$ cat src/design/assert_macros.svh
// ----------------------------------------------------------------------------
// Assertion macros
// Shared concurrent assertion forms for the tone mixer design.
// ----------------------------------------------------------------------------
`ifndef ASSERT_MACROS_SVH
`define ASSERT_MACROS_SVH

// The consequent must hold in the same cycle as the antecedent.
`define STVM_ASSERT_IMPL(label, clk, rst_n, ante, cons, msg) \
    label: assert property (@(posedge clk) disable iff (!rst_n) (ante) |-> (cons)) \
        else $error(msg);

// The consequent must hold in the cycle after the antecedent.
`define STVM_ASSERT_NEXT(label, clk, rst_n, ante, cons, msg) \
    label: assert property (@(posedge clk) disable iff (!rst_n) (ante) |=> (cons)) \
        else $error(msg);

`endif

$ cat src/design/stvm_pkg.sv
// ----------------------------------------------------------------------------
// stvm_pkg
// Types, constants and codes shared by the square-wave tone mixer modules.
// ----------------------------------------------------------------------------
`default_nettype none

package stvm_pkg;

    localparam int VOICES_DEF    = 8;
    localparam int BLOCK_LEN_DEF = 512;

    localparam int FREQ_W   = 15;
    localparam int VOL_W    = 8;
    localparam int DUR_W    = 16;
    localparam int DURX_W   = 25;
    localparam int PHASE_W  = 16;
    localparam int QUOT_W   = 16;
    localparam int TICKS_W  = 22;
    localparam int SAMPLE_W = 16;

    localparam int S_TDATA_W = 40;
    localparam int M_TDATA_W = 16;

    // Duration in ms times 44100/1000, reduced to times 441 then divided by 10.
    localparam logic [QUOT_W-1:0] AUDIO_RATE = 16'd44100;
    localparam logic [8:0]        DUR_SCALE  = 9'd441;

    // Division by 10 as a multiply by reciprocal, exact for 32-bit operands.
    localparam logic [31:0] RECIP10_MUL   = 32'hCCCC_CCCD;
    localparam int          RECIP10_SHIFT = 35;
    localparam int          TPROD_W       = DURX_W + 32;

    // Division by 255 as a multiply by reciprocal, exact below 2^24.
    localparam logic [23:0] DIV255_MUL   = 24'd8421505;
    localparam int          DIV255_SHIFT = 31;
    localparam int          SCALE_W      = 24;

    localparam logic [VOL_W-1:0] MASTER_RESET = 8'd255;

    localparam int QDEPTH = 2;
    localparam int QPW    = (QDEPTH > 1) ? $clog2(QDEPTH) : 1;

    localparam logic OP_TICK  = 1'b0;
    localparam logic OP_START = 1'b1;

    typedef enum logic [1:0] {
        STAT_SAMPLE = 2'd0,
        STAT_ACCEPT = 2'd1,
        STAT_DROP   = 2'd2
    } t_status;

    typedef struct packed {
        logic              op;
        logic [FREQ_W-1:0] freq;
        logic [VOL_W-1:0]  vol;
        logic [DURX_W-1:0] dur_x441;
    } t_cmd;

    typedef struct packed {
        logic [PHASE_W-1:0] phase;
        logic [QUOT_W-1:0]  period;
        logic [TICKS_W-1:0] ticks;
        logic [VOL_W-1:0]   vol;
    } t_voice;

endpackage

`default_nettype wire

$ cat src/design/stvm_front.sv
// ----------------------------------------------------------------------------
// stvm_front
// Input side: unpacks and classifies stream items into a short command queue.
// ----------------------------------------------------------------------------
`default_nettype none

module stvm_front
    import stvm_pkg::*;
(
    input  wire logic                 i_clk,
    input  wire logic                 i_rst_n,
    input  wire logic                 i_s_tvalid,
    output logic                      o_s_tready,
    input  wire logic [S_TDATA_W-1:0] i_s_tdata,
    input  wire logic [0:0]           i_s_tuser,
    output logic                      o_cmd_valid,
    input  wire logic                 i_cmd_ready,
    output t_cmd                      o_cmd
);

    t_cmd            r_mem [QDEPTH];
    logic [QPW-1:0]  r_wr_ptr;
    logic [QPW-1:0]  r_rd_ptr;
    logic [QPW:0]    r_count;

    t_cmd              cmd_in;
    logic [FREQ_W-1:0] freq_in;
    logic [DUR_W-1:0]  dur_in;
    logic              push;
    logic              pop;

    always_comb begin
        freq_in = i_s_tdata[FREQ_W-1:0];
        dur_in  = i_s_tdata[FREQ_W+VOL_W +: DUR_W];
        cmd_in.op   = i_s_tuser[0];
        // A zero frequency plays as 1 Hz.
        cmd_in.freq = (freq_in == '0) ? FREQ_W'(1) : freq_in;
        cmd_in.vol  = i_s_tdata[FREQ_W +: VOL_W];
        cmd_in.dur_x441 = DURX_W'(dur_in) * DURX_W'(DUR_SCALE);
    end

    assign o_s_tready  = (r_count != (QPW+1)'(QDEPTH));
    assign o_cmd_valid = (r_count != '0);
    assign o_cmd       = r_mem[r_rd_ptr];
    assign push        = i_s_tvalid && o_s_tready;
    assign pop         = o_cmd_valid && i_cmd_ready;

    always_ff @(posedge i_clk) begin
        if (!i_rst_n) begin
            r_wr_ptr <= '0;
            r_rd_ptr <= '0;
            r_count  <= '0;
        end else begin
            if (push) begin
                r_wr_ptr <= (r_wr_ptr == QPW'(QDEPTH - 1)) ? '0 : r_wr_ptr + 1'b1;
            end
            if (pop) begin
                r_rd_ptr <= (r_rd_ptr == QPW'(QDEPTH - 1)) ? '0 : r_rd_ptr + 1'b1;
            end
            case ({push, pop})
                2'b10:   r_count <= r_count + 1'b1;
                2'b01:   r_count <= r_count - 1'b1;
                default: r_count <= r_count;
            endcase
        end
    end

    always_ff @(posedge i_clk) begin
        if (push) begin
            r_mem[r_wr_ptr] <= cmd_in;
        end
    end

endmodule

`default_nettype wire

$ cat config.mk
export PLATFORM = sky130hd
export DESIGN_NAME = stvm_front
export DESIGN_NICKNAME = d
export VERILOG_FILES = /design/src/design/assert_macros.svh /design/src/design/stvm_pkg.sv /design/src/design/stvm_front.sv
export SDC_FILE = /design/constraint.sdc
export NUM_CORES = 1
export LEC_CHECK = 0
export BUFFER_PORTS_ARGS = -buffer_cell sky130_fd_sc_hd__buf_2
export CAP_MARGIN = 0
export CORE_UTILIZATION = 50
export CTS_CLUSTER_SIZE = 16
export DETAILED_ROUTE_END_ITERATION = 6
export HOLD_SLACK_MARGIN = 0.08
export PLACE_DENSITY = 0.81
export SLEW_MARGIN = 20
export SYNTH_ARGS = -nofsm -noshare
export SYNTH_HDL_FRONTEND = slang
export SYNTH_SLANG_ARGS = --single-unit
$ cat constraint.sdc
create_clock -name i_clk -period 10.4 [get_ports i_clk]
set_input_delay 1.04 -clock i_clk [delete_from_list [all_inputs] [get_ports i_clk]]
set_output_delay 1.04 -clock i_clk [all_outputs]
set_load 0.02 [all_outputs]
# Word-level counts from Yosys, hierarchy flattened
# Memories as Yosys holds them, arrays and structs flattened. A register that Yosys moved wholly into a read port is not among the register bits.
# Index checks and enable logic that the tools add are counted.
# word_totals
regBits,4
mem_bits_rw,98
inputBits,45
out_inout_bits,51
word_cells,25
memories,1
# classes
n_addsub,4
mul,1
eq_ne,3
n_mux,8
n_reduce_logical,5
# mem_list
memory,words,width,read_ports,rd_clocked_by_memory_dff,write_ports,line_no,rtl
r_mem,2,49,1,1,1,stvm_front.sv:21,t_cmd r_mem [QDEPTH];
# ops
cell,count
$mul A16 B9 Y25 const B,1
$logic_not A15 Y1,1
$mux W15,1
$mux W1,6
$pmux W2 S2,1
$reduce_bool A2 Y1,2
$add A1 B1 Y1 const B,2
$add A2 B1 Y2 const B,1
$eq A2 B1 Y1 const B,1
$eq A2 B2 Y1 const B,1
$logic_and A1 B1 Y1,2
$ne A2 B2 Y1 const B,1
$sub A2 B1 Y2 const B,1

# Longest topological paths before layout
# Gate-level depths: netlist (run 1).
# logic_depth
ltp_word,4
depth_mapped,15

# Worst setup path after synthesis (run 1)
# No wires, ideal clock.
# synth_timing
kind,input -> register
startpoint,input i_s_tdata[30]
endpoint,memory r_mem[0][18] (netlist bit) (data pin)
setup_time_ns,0.179
arrival_ns,4.501
setup_slack_ns,5.720
cell_stages,12
path_cell_list,inv_1 fa_1 fa_1 inv_1 fa_1 fa_1 ha_1 a21oi_1 o211ai_1 and4bb_4 o2111a_1 a311oi_2
# synth_lines
item,line_no,rtl
from (decl),stvm_front.sv:14,"input wire logic [S_TDATA_W-1:0] i_s_tdata,"
to (decl),stvm_front.sv:21,

==> reports/results.ini, run 1 <==
[placed_design]
port_buffers = 94
dp_hpwl_microns = 9350
routabilityCongestion = 0.808
preCtsSetupSlack_ns = 5.19
post_dp_cell_area_sq_um = 7440
numPlacedInstances = 781

[power]
power_density_nw_per_um2 = 291
power.static_leakage_nw = 3.43
vdd.ir_drop.worst_uv = 146

[worst_hold_path]
hold_end = r_count[1]$_SDFFE_PN0P_
hold_path_startpoint = r_count[1]$_SDFFE_PN0P_
hold_class = register to register
worst_hold_depth = 2

[timing]
setup_skew_after_layout_ns = 0.00698
whs_ns = 0.543
final_hold_viol_count = 0
finalSetupViolations = 0
layout_min_cycle_time_ns = 4.89
setup_slack_ns = 5.51
grt_setup_unrepaired = false
slew_headroom = 0.565
setup-tns-final_ns = 0
worst_pin_slew_ns = 0.652
timing.final.max_slew_violations = 0
max_freq_mhz = 204
period_share = 0.471

[yosys]
ys_async_rst_share = 0
synth-seq-area-share = 0.447
synth_top_flop_cell = sky130_fd_sc_hd__edfxtp_1
synth_common_cells = sky130_fd_sc_hd__edfxtp_1 (98), sky130_fd_sc_hd__inv_1 (98), sky130_fd_sc_hd__ha_1 (69)
synth.lib_cells_used.distinct = 45
postSynthCellCount = 532
postSynthAreaPerCell_sq_um = 12.8
ys_seq_elements = 103
number_of_synthesis_warnings = 0
netlist_top_cells_area = sky130_fd_sc_hd__edfxtp_1 (43%), sky130_fd_sc_hd__fa_1 (15%), sky130_fd_sc_hd__ha_1 (13%)
synth_largest_type_area_fraction = 0.432
yosys.area.top_type = sky130_fd_sc_hd__edfxtp_1
synthesis.area_sq_um = 6810
synth_enable_flop_cells = 98
synthesis.nets = 696

[route]
first_pass_iters = 4
count_of_antenna_violating_nets_left_after_detailed_routing = 0
avgRoutedWirePerCell_microns = 14.9
detail_route.vias_per_cell = 5.11
dr_total_vias = 4070
wirelength_microns = 11900
remaining_drc_errors = 0
drt-initial-drc-count = 232

[critical_path]
ff2ff_path_depth = 4
cp-end-kind = register
crit_reg_reg_startpoint = r_count[0]$_SDFFE_PN0P_
critPathMaxFanout = 5
critPathRequiredTime_ns = 10.55
criticalPathCategory = input pin to register
r2r-end = r_mem[0][45]$_DFFE_PP_
startpoint = i_s_tdata[29]
ff2ff_setup_slack_ns = 8.49
cp.arrival_ns = 5.04
critical_path.startpoint_type = input pin

[final_layout]
layout.cells.non_filler = 797
n_antenna_cell = 0
area_growth_pct = 13.4
post_route_cells_drive_above_1_share = 0.279
final_net_count = 780
final_area_sq_um = 7720

[global_routing]
globalRouteOverflowTotal = 0
grt_usage = 0.186
largest_net_degree_at_the_start_of_global_routing = 50
wire_length_of_the_first_global_routing_pass_microns = 20700
grt_pass1_vias = 4400
antenna_found_initial = 0

[floorplanning]
start_util = 0.514
floorplan.io_pins = 96
die-area_sq_um = 14100
fp.dieW_microns = 119
row_count = 42
core_area_sq_um = 13200
chipHeight_microns = 119

[cts]
cts_sinks = 103
setup_repair_bufs_after_cts = 0
clock_tree_from_tritoncts = done
post_cts_sizing_count = 0
cts.root.buffer_cell = sky130_fd_sc_hd__clkbuf_16
clk_pin_slew_ns = 0.07
cts-buffers-inserted = 9
clock_latency_ns = 0.34
clock_tree.htree_level_count = 3
cts_hold_repair.buffers = 0
clk_path_buf_depth = 2

[job]
maximum_capacitance_violations = 0

[outcome]
outcome = complete, no violations

[cells in the final DEF (no fill, tap or decap), drive strengths merged, types with 2 or more instances in the layout]
cell type and n:
inv 99, edfxtp 98, buf 96, ha 69, fa 50, mux2 49, a21oi 23, nand2 20
o21ai 17, xor2 12, xnor2 11, nor2 10, clkbuf 9, dfxtp 5, and2 4, nor4 4
o211ai 4, clkinv 4, nand2b 3, a21o 3, nor2b 3, a211oi 3, or2 2, nand3 2
a21boi 2, a41o 2, clkinvlp 2
[worst max-delay path: stages]
cell	delay [ns]
sky130_fd_sc_hd__buf_2	0.15
sky130_fd_sc_hd__inv_1	0.13
sky130_fd_sc_hd__fa_1	0.53
sky130_fd_sc_hd__fa_1	0.51
sky130_fd_sc_hd__inv_1	0.06
sky130_fd_sc_hd__fa_1	0.50
sky130_fd_sc_hd__fa_1	0.49
sky130_fd_sc_hd__ha_1	0.38
sky130_fd_sc_hd__a21oi_1	0.31
sky130_fd_sc_hd__o211ai_1	0.16
sky130_fd_sc_hd__and4bb_4	0.25
sky130_fd_sc_hd__o2111a_1	0.25
sky130_fd_sc_hd__a311oi_2	0.29
[how the worst max path moves through the flow]
stage | to | slack (ns) | cells after the start
6_report | r_mem[1][18]$_DFFE_PP_ | 5.51 | 13
5_1_grt | r_mem[1][18]$_DFFE_PP_ | 5.35 | 13
4_1_cts | r_mem[1][18]$_DFFE_PP_ | 5.52 | 13
3_5_place_dp | r_mem[0][18]$_DFFE_PP_ | 5.19 | 13
3_3_place_gp | r_mem[0][18]$_DFFE_PP_ | 5.30 | 13
2_1_floorplan | r_mem[0][18]$_DFFE_PP_ | 5.72 | 12
[metrics by stage]
stage | power (W) | util
floorplan | 0.00163 | -
global placement | 0.00190 | 0.562
detailed placement | 0.00195 | 0.562
CTS | 0.00227 | 0.583
global route | 0.00243 | 0.583
finish | 0.00224 | 0.583
[state kept, by name, indices dropped and copies added (netlist names), named ones only]
signal    cells
r_rd_ptr      1
r_mem        98
r_count       2
r_wr_ptr      1
[logic make-up (layout without fill, tap and decap cells)]
family                   count (synthesis)  count (layout)  synth area share
AND/OR/NAND/NOR                         54              54            0.0399
adder cells (fa/ha/maj)                119             119             0.274
buffers and inverters                  121             210            0.0670
AO/OA/AOI/OAI                           63              63            0.0621
XOR/XNOR                                23              23            0.0296
multiplexers                            49              49            0.0810
flip-flops                             103             103             0.447
[metal layers]
layer / global-route usage / wire length (microns) / up-vias
met4: 0.0483 / 112 / 0
li1: - / - / 1988
met1: 0.244 / 5330 / 1985
met5: 0 / 0 / -
met2: 0.321 / 5970 / 88
met3: 0.0290 / 470 / 9
[power by group]
part	switching, W	internal (W)	total (W)
logic	0.000737	0.000486	0.00122
registers	0.0000533	0.000659	0.000712
clock network	0.000144	0.000165	0.000309
[area by class of cell]
| type | instances | area, sq um |
|---|---|---|
| Clock buffer | 9 | 225 |
| Clock inverter | 7 | 57.6 |
| Fill cell | 1087 | 5520 |
| Inverter | 98 | 368 |
| Multi-Input combinational cell | 308 | 3320 |
| Sequential cell | 103 | 3050 |
| Tap cell | 176 | 220 |
| Timing Repair Buffer | 96 | 485 |
Note: power is estimated with default switching activity, not from simulation.
==> inputs of run 2 (changes only) <==
Clock period 10.4 ns to 4.8 ns, I/O delays scaled along.
==> reports/results.ini, run 2 (synthesized netlist as in run 1, its figures left out) <==
[outcome]
outcome = complete, no violations

[final_layout]
area_growth_pct = 14.1
layout.cells.non_filler = 798
largest-register = r_mem
largest_register_ffs = 98
regs_by_ff_count = r_mem (98), r_count (2)
final_net_count = 781
post_route_cells_drive_above_1_share = 0.278
n_antenna_cell = 0
mostFrequentLayoutCells = sky130_fd_sc_hd__inv_1 (98), sky130_fd_sc_hd__edfxtp_1 (98), sky130_fd_sc_hd__buf_2 (94), sky130_fd_sc_hd__ha_1 (69), sky130_fd_sc_hd__fa_1 (50)

[floorplanning]
floorplan.io_pins = 96
row_count = 42
chipHeight_microns = 119
fp.dieW_microns = 119
core_area_sq_um = 13200
start_util = 0.514
die-area_sq_um = 14100

[route]
met1_length_microns = 5430
wirelength_microns = 12100
first_pass_iters = 4
remaining_drc_errors = 0
dr_total_vias = 4064
count_of_antenna_violating_nets_left_after_detailed_routing = 0
avgRoutedWirePerCell_microns = 15.1
dr_wl_met2_microns = 5950
detail_route.vias_per_cell = 5.09
drt-initial-drc-count = 253
maxUsedRoutingLayer = met4
route.met3.wl_microns = 545

[global_routing]
antenna_found_initial = 0
grt_usage = 0.182
globalRouteOverflowTotal = 0
largest_net_degree_at_the_start_of_global_routing = 50
wire_length_of_the_first_global_routing_pass_microns = 20100
grt_pass1_vias = 4278

[timing]
final_hold_viol_count = 0
max_freq_mhz = 233
finalSetupViolations = 0
timing.final.max_slew_violations = 0
layout_min_cycle_time_ns = 4.28
setup-tns-final_ns = 0
grt_setup_unrepaired = false
period_share = 0.892
slew_headroom = 0.558
worst_pin_slew_ns = 0.663
setup_skew_after_layout_ns = 0.00698
whs_ns = 0.327

[critical_path]
cpMostUsedCell = sky130_fd_sc_hd__fa_1
criticalPathCategory = input pin to register
cp.arrival_ns = 4.35
cp_slowest_stage_delay_ns = 0.51
ff2ff_path_depth = 4
r2r-end = r_mem[0][45]$_DFFE_PP_
cp-end-kind = register
crit_chain = buf_2 > inv_1 > fa_1 > fa_1 > inv_1 > fa_1 > fa_1 > ha_1 > a21oi_1 > o211ai_1 > and4bb_4 > o32ai_1 > xnor2_1
cp_slowest_cell = sky130_fd_sc_hd__fa_1
critPathMaxFanout = 5
critPathRequiredTime_ns = 4.87
critical_path.startpoint_type = input pin
ff2ff_setup_slack_ns = 2.93
startpoint = i_s_tdata[30]
crit_reg_reg_startpoint = r_count[0]$_SDFFE_PN0P_

[placed_design]
port_buffers = 94
numPlacedInstances = 782
dp_hpwl_microns = 9420
routabilityCongestion = 0.800

[cts]
cts-buffers-inserted = 9
setup_repair_bufs_after_cts = 0
clock_tree.htree_level_count = 3
clock_tree_from_tritoncts = done
post_cts_sizing_count = 0
clk_pin_slew_ns = 0.07
clk_path_buf_depth = 2
cts.root.buffer_cell = sky130_fd_sc_hd__clkbuf_16
cts_sinks = 103
cts_hold_repair.buffers = 0
clock_latency_ns = 0.34

[power]
p_comb_frac = 0.538
power.static_leakage_nw = 3.45
report.power.total_w = 0.00498
sequentialPowerShare = 0.309
power_density_nw_per_um2 = 641
netSwitchingFraction = 0.407
vdd.ir_drop.worst_uv = 320
cellInternalPower_w = 0.00295
share_of_total_power_in_the_clock_network = 0.153
p_sw_w = 0.00203

[worst_hold_path]
hold_path_startpoint = i_s_tdata[17]
worst_hold_depth = 1
hold_end = r_mem[1][27]$_DFFE_PP_
hold_class = input pin to register

[job]
maximum_capacitance_violations = 0

## run 2: routing by layer
layer  up-vias  track usage
met5         -            0
met2       106        0.324
met3        18       0.0328
met4         0       0.0530
met1      1957        0.224
li1       1983            -
## run 2: worst max-delay path, delay by kind of cell
family / cells / cell delay, ns
AND/OR/NAND/NOR: 1 / 0.25
adder cells (fa/ha/maj): 5 / 2.35
buffers and inverters: 3 / 0.37
AO/OA/AOI/OAI: 3 / 0.76
XOR/XNOR: 1 / 0.14
## run 2: how the worst max path moves through the flow
stage                                   to  depth (start not counted)
floorplan           r_mem[0][18]$_DFFE_PP_                         12
global placement    r_mem[0][18]$_DFFE_PP_                         13
detailed placement  r_mem[1][20]$_DFFE_PP_                         13
CTS                 r_mem[1][20]$_DFFE_PP_                         13
global route        r_mem[1][22]$_DFFE_PP_                         15
finish              r_mem[1][20]$_DFFE_PP_                         13
## run 2: area by class of cell
type | instances | area, sq um
Sequential cell | 103 | 3050
Clock inverter | 6 | 92.6
Fill cell | 1063 | 5470
Tap cell | 176 | 220
Timing Repair Buffer | 97 | 493
Multi-Input combinational cell | 308 | 3320
Clock buffer | 10 | 229
Inverter | 98 | 368
## run 2: metrics by stage
stage	utilization	setup WS, ns	cell area, sq um
2_1_floorplan	-	0.680	6810
3_3_place_gp	0.562	0.305	7450
3_5_place_dp	0.562	0.222	7450
4_1_cts	0.587	0.566	7770
5_1_grt	0.587	0.356	7770
6_report	0.587	0.517	7770
## run 2: power groups by stage
stage	combinational, W	sequential, W	clock (W)
final	0.00268	0.00154	0.000762
after detailed placement	0.00267	0.00156	0
after global placement	0.00259	0.00155	0
after CTS	0.00269	0.00154	0.000778
after global routing	0.00296	0.00156	0.000807
after floorplan	0.00204	0.00149	0
==> inputs of run 3 (changes only) <==
Settings changed: CORE_UTILIZATION 50 to 38, GPL_ROUTABILITY_DRIVEN from default to 0, GPL_TIMING_DRIVEN from default to 0, PLACE_DENSITY 0.81 to 0.67.
==> reports/results.ini, run 3 (synthesized netlist as in run 1, its figures left out) <==
[critical_path]
cp_slowest_cell = sky130_fd_sc_hd__fa_1
worst-path-stages = 15
critPathBufInv = 5
critical_path.startpoint_type = input pin
crit_reg_reg_startpoint = r_count[0]$_SDFFE_PN0P_
critPathRequiredTime_ns = 4.88
criticalPathCategory = input pin to register
cp.arrival_ns = 4.39
ff2ff_path_depth = 4
crit_chain = buf_2 > inv_1 > fa_1 > fa_1 > inv_1 > fa_1 > inv_1 > fa_1 > inv_1 > ha_1 > a21oi_1 > o21ai_0 > a41oi_2 > o311ai_2 > xor2_1
ff2ff_setup_slack_ns = 2.90
cp_slowest_stage_delay_ns = 0.54
cp-end-kind = register
critPathMaxFanout = 5
r2r-end = r_mem[0][22]$_DFFE_PP_
critPathTopFamily = adder cells

[placed_design]
port_buffers = 94
dp_hpwl_microns = 10100
post_dp_cell_area_sq_um = 7600
preCtsSetupSlack_ns = 0.106

[route]
dr_total_vias = 4148
avgRoutedWirePerCell_microns = 14.7
remaining_drc_errors = 0
count_of_antenna_violating_nets_left_after_detailed_routing = 0
detail_route.vias_per_cell = 4.78
first_pass_iters = 5
drt-initial-drc-count = 129
wirelength_microns = 12800

[cts]
cts-buffers-inserted = 9
post_cts_sizing_count = 0
clk_path_buf_depth = 2
clock_latency_ns = 0.34
cts_hold_repair.buffers = 0
cts_sinks = 103
clock_tree.htree_level_count = 3
clock_tree_from_tritoncts = done
cts.root.buffer_cell = sky130_fd_sc_hd__clkbuf_16
setup_repair_bufs_after_cts = 0
clk_pin_slew_ns = 0.07

[final_layout]
regs_by_ff_count = r_mem (98), r_count (2)
n_antenna_cell = 0
final_net_count = 802
post_route_cells_drive_above_1_share = 0.267
mostFrequentLayoutCells = sky130_fd_sc_hd__inv_1 (98), sky130_fd_sc_hd__edfxtp_1 (98), sky130_fd_sc_hd__buf_2 (96), sky130_fd_sc_hd__ha_1 (69), sky130_fd_sc_hd__fa_1 (50)
finish.utilization = 0.453
final_area_sq_um = 7890
area_growth_pct = 15.9
largest_register_ffs = 98
fill_cells = 1616
largest-register = r_mem

[power]
power.static_leakage_nw = 3.46
power_density_nw_per_um2 = 627
vdd.ir_drop.worst_uv = 262

[global_routing]
antenna_found_initial = 0
grt_pass1_vias = 4378
grt_usage = 0.146
largest_net_degree_at_the_start_of_global_routing = 50
wire_length_of_the_first_global_routing_pass_microns = 20900
globalRouteOverflowTotal = 0

[floorplanning]
fp.dieW_microns = 136
floorplan.io_pins = 96
start_util = 0.391
core_area_sq_um = 17400
row_count = 48
chipHeight_microns = 136
die-area_sq_um = 18500

[job]
maximum_capacitance_violations = 0

[timing]
setup-tns-final_ns = 0
worst_pin_slew_ns = 0.749
whs_ns = 0.318
finalSetupViolations = 0
setup_slack_ns = 0.481
grt_setup_unrepaired = false
timing.final.max_slew_violations = 0
layout_min_cycle_time_ns = 4.32
setup_skew_after_layout_ns = 0.0107
slew_headroom = 0.499
final_hold_viol_count = 0
period_share = 0.900
max_freq_mhz = 232

[worst_hold_path]
hold_end = r_mem[1][48]$_DFFE_PP_
hold_class = input pin to register
hold_path_startpoint = i_s_tuser
worst_hold_depth = 1

[outcome]
outcome = complete, no violations

run 3: cell count changes in the layout (fill, tap and decap cells not counted), moves of 2 or more:
cell | previous run | this run
sky130_fd_sc_hd__buf_1 | 0 | 2
sky130_fd_sc_hd__buf_2 | 94 | 96
sky130_fd_sc_hd__buf_4 | 3 | 0
sky130_fd_sc_hd__clkbuf_1 | 1 | 20
run 3: report_power, final:
| part | total [W] | switching (W) | internal (W) |
|---|---|---|---|
| combinational | 0.00275 | 0.00168 | 0.00107 |
| clock | 0.000715 | 0.000309 | 0.000407 |
| sequential | 0.00148 | 0.0000597 | 0.00142 |
run 3: area by class of cell:
class                   instances  area (sq um)  share of cell area
multi-input cells             308          3320               0.421
clock buffers                  10           229              0.0290
plain buffers                  23          88.8              0.0113
inverters                      98           368              0.0466
flip-flops and latches        103          3040               0.386
repair buffers                 95           490              0.0621
well taps                     225           282              0.0357
clock inverters                 6          67.6             0.00856
run 3: layer usage:
metal / routed length, microns / track usage / up-vias
met5: 0 / 0 / -
met1: 5720 / 0.183 / 2021
met2: 6310 / 0.260 / 93
met3: 608 / 0.0227 / 12
li1: - / - / 2022
met4: 138 / 0.0407 / 0
run 3: how the worst max path moves through the flow:
stage	start	endpoint	slack [ns]
CTS	i_s_tdata[28]	r_mem[0][20]$_DFFE_PP_	0.50
floorplan	i_s_tdata[30]	r_mem[0][18]$_DFFE_PP_	0.68
detailed placement	i_s_tdata[28]	r_mem[0][20]$_DFFE_PP_	0.11
finish	i_s_tdata[31]	r_mem[0][22]$_DFFE_PP_	0.48
global placement	i_s_tdata[29]	r_mem[0][18]$_DFFE_PP_	0.22
global route	i_s_tdata[28]	r_mem[0][20]$_DFFE_PP_	0.25
run 3: worst register-to-register path: stages, from the launching register on:
cell and delay [ns]:
sky130_fd_sc_hd__dfxtp_1 0.39, sky130_fd_sc_hd__nand2b_1 0.18, sky130_fd_sc_hd__nand2_1 0.13, sky130_fd_sc_hd__nor2_4 0.60, sky130_fd_sc_hd__buf_12 0.28
run 3: stage by stage:
stage,power [W],instances
2_1_floorplan,0.00353,532
3_3_place_gp,0.00417,851
3_5_place_dp,0.00425,852
4_1_cts,0.00500,868
5_1_grt,0.00534,868
6_report,0.00495,868
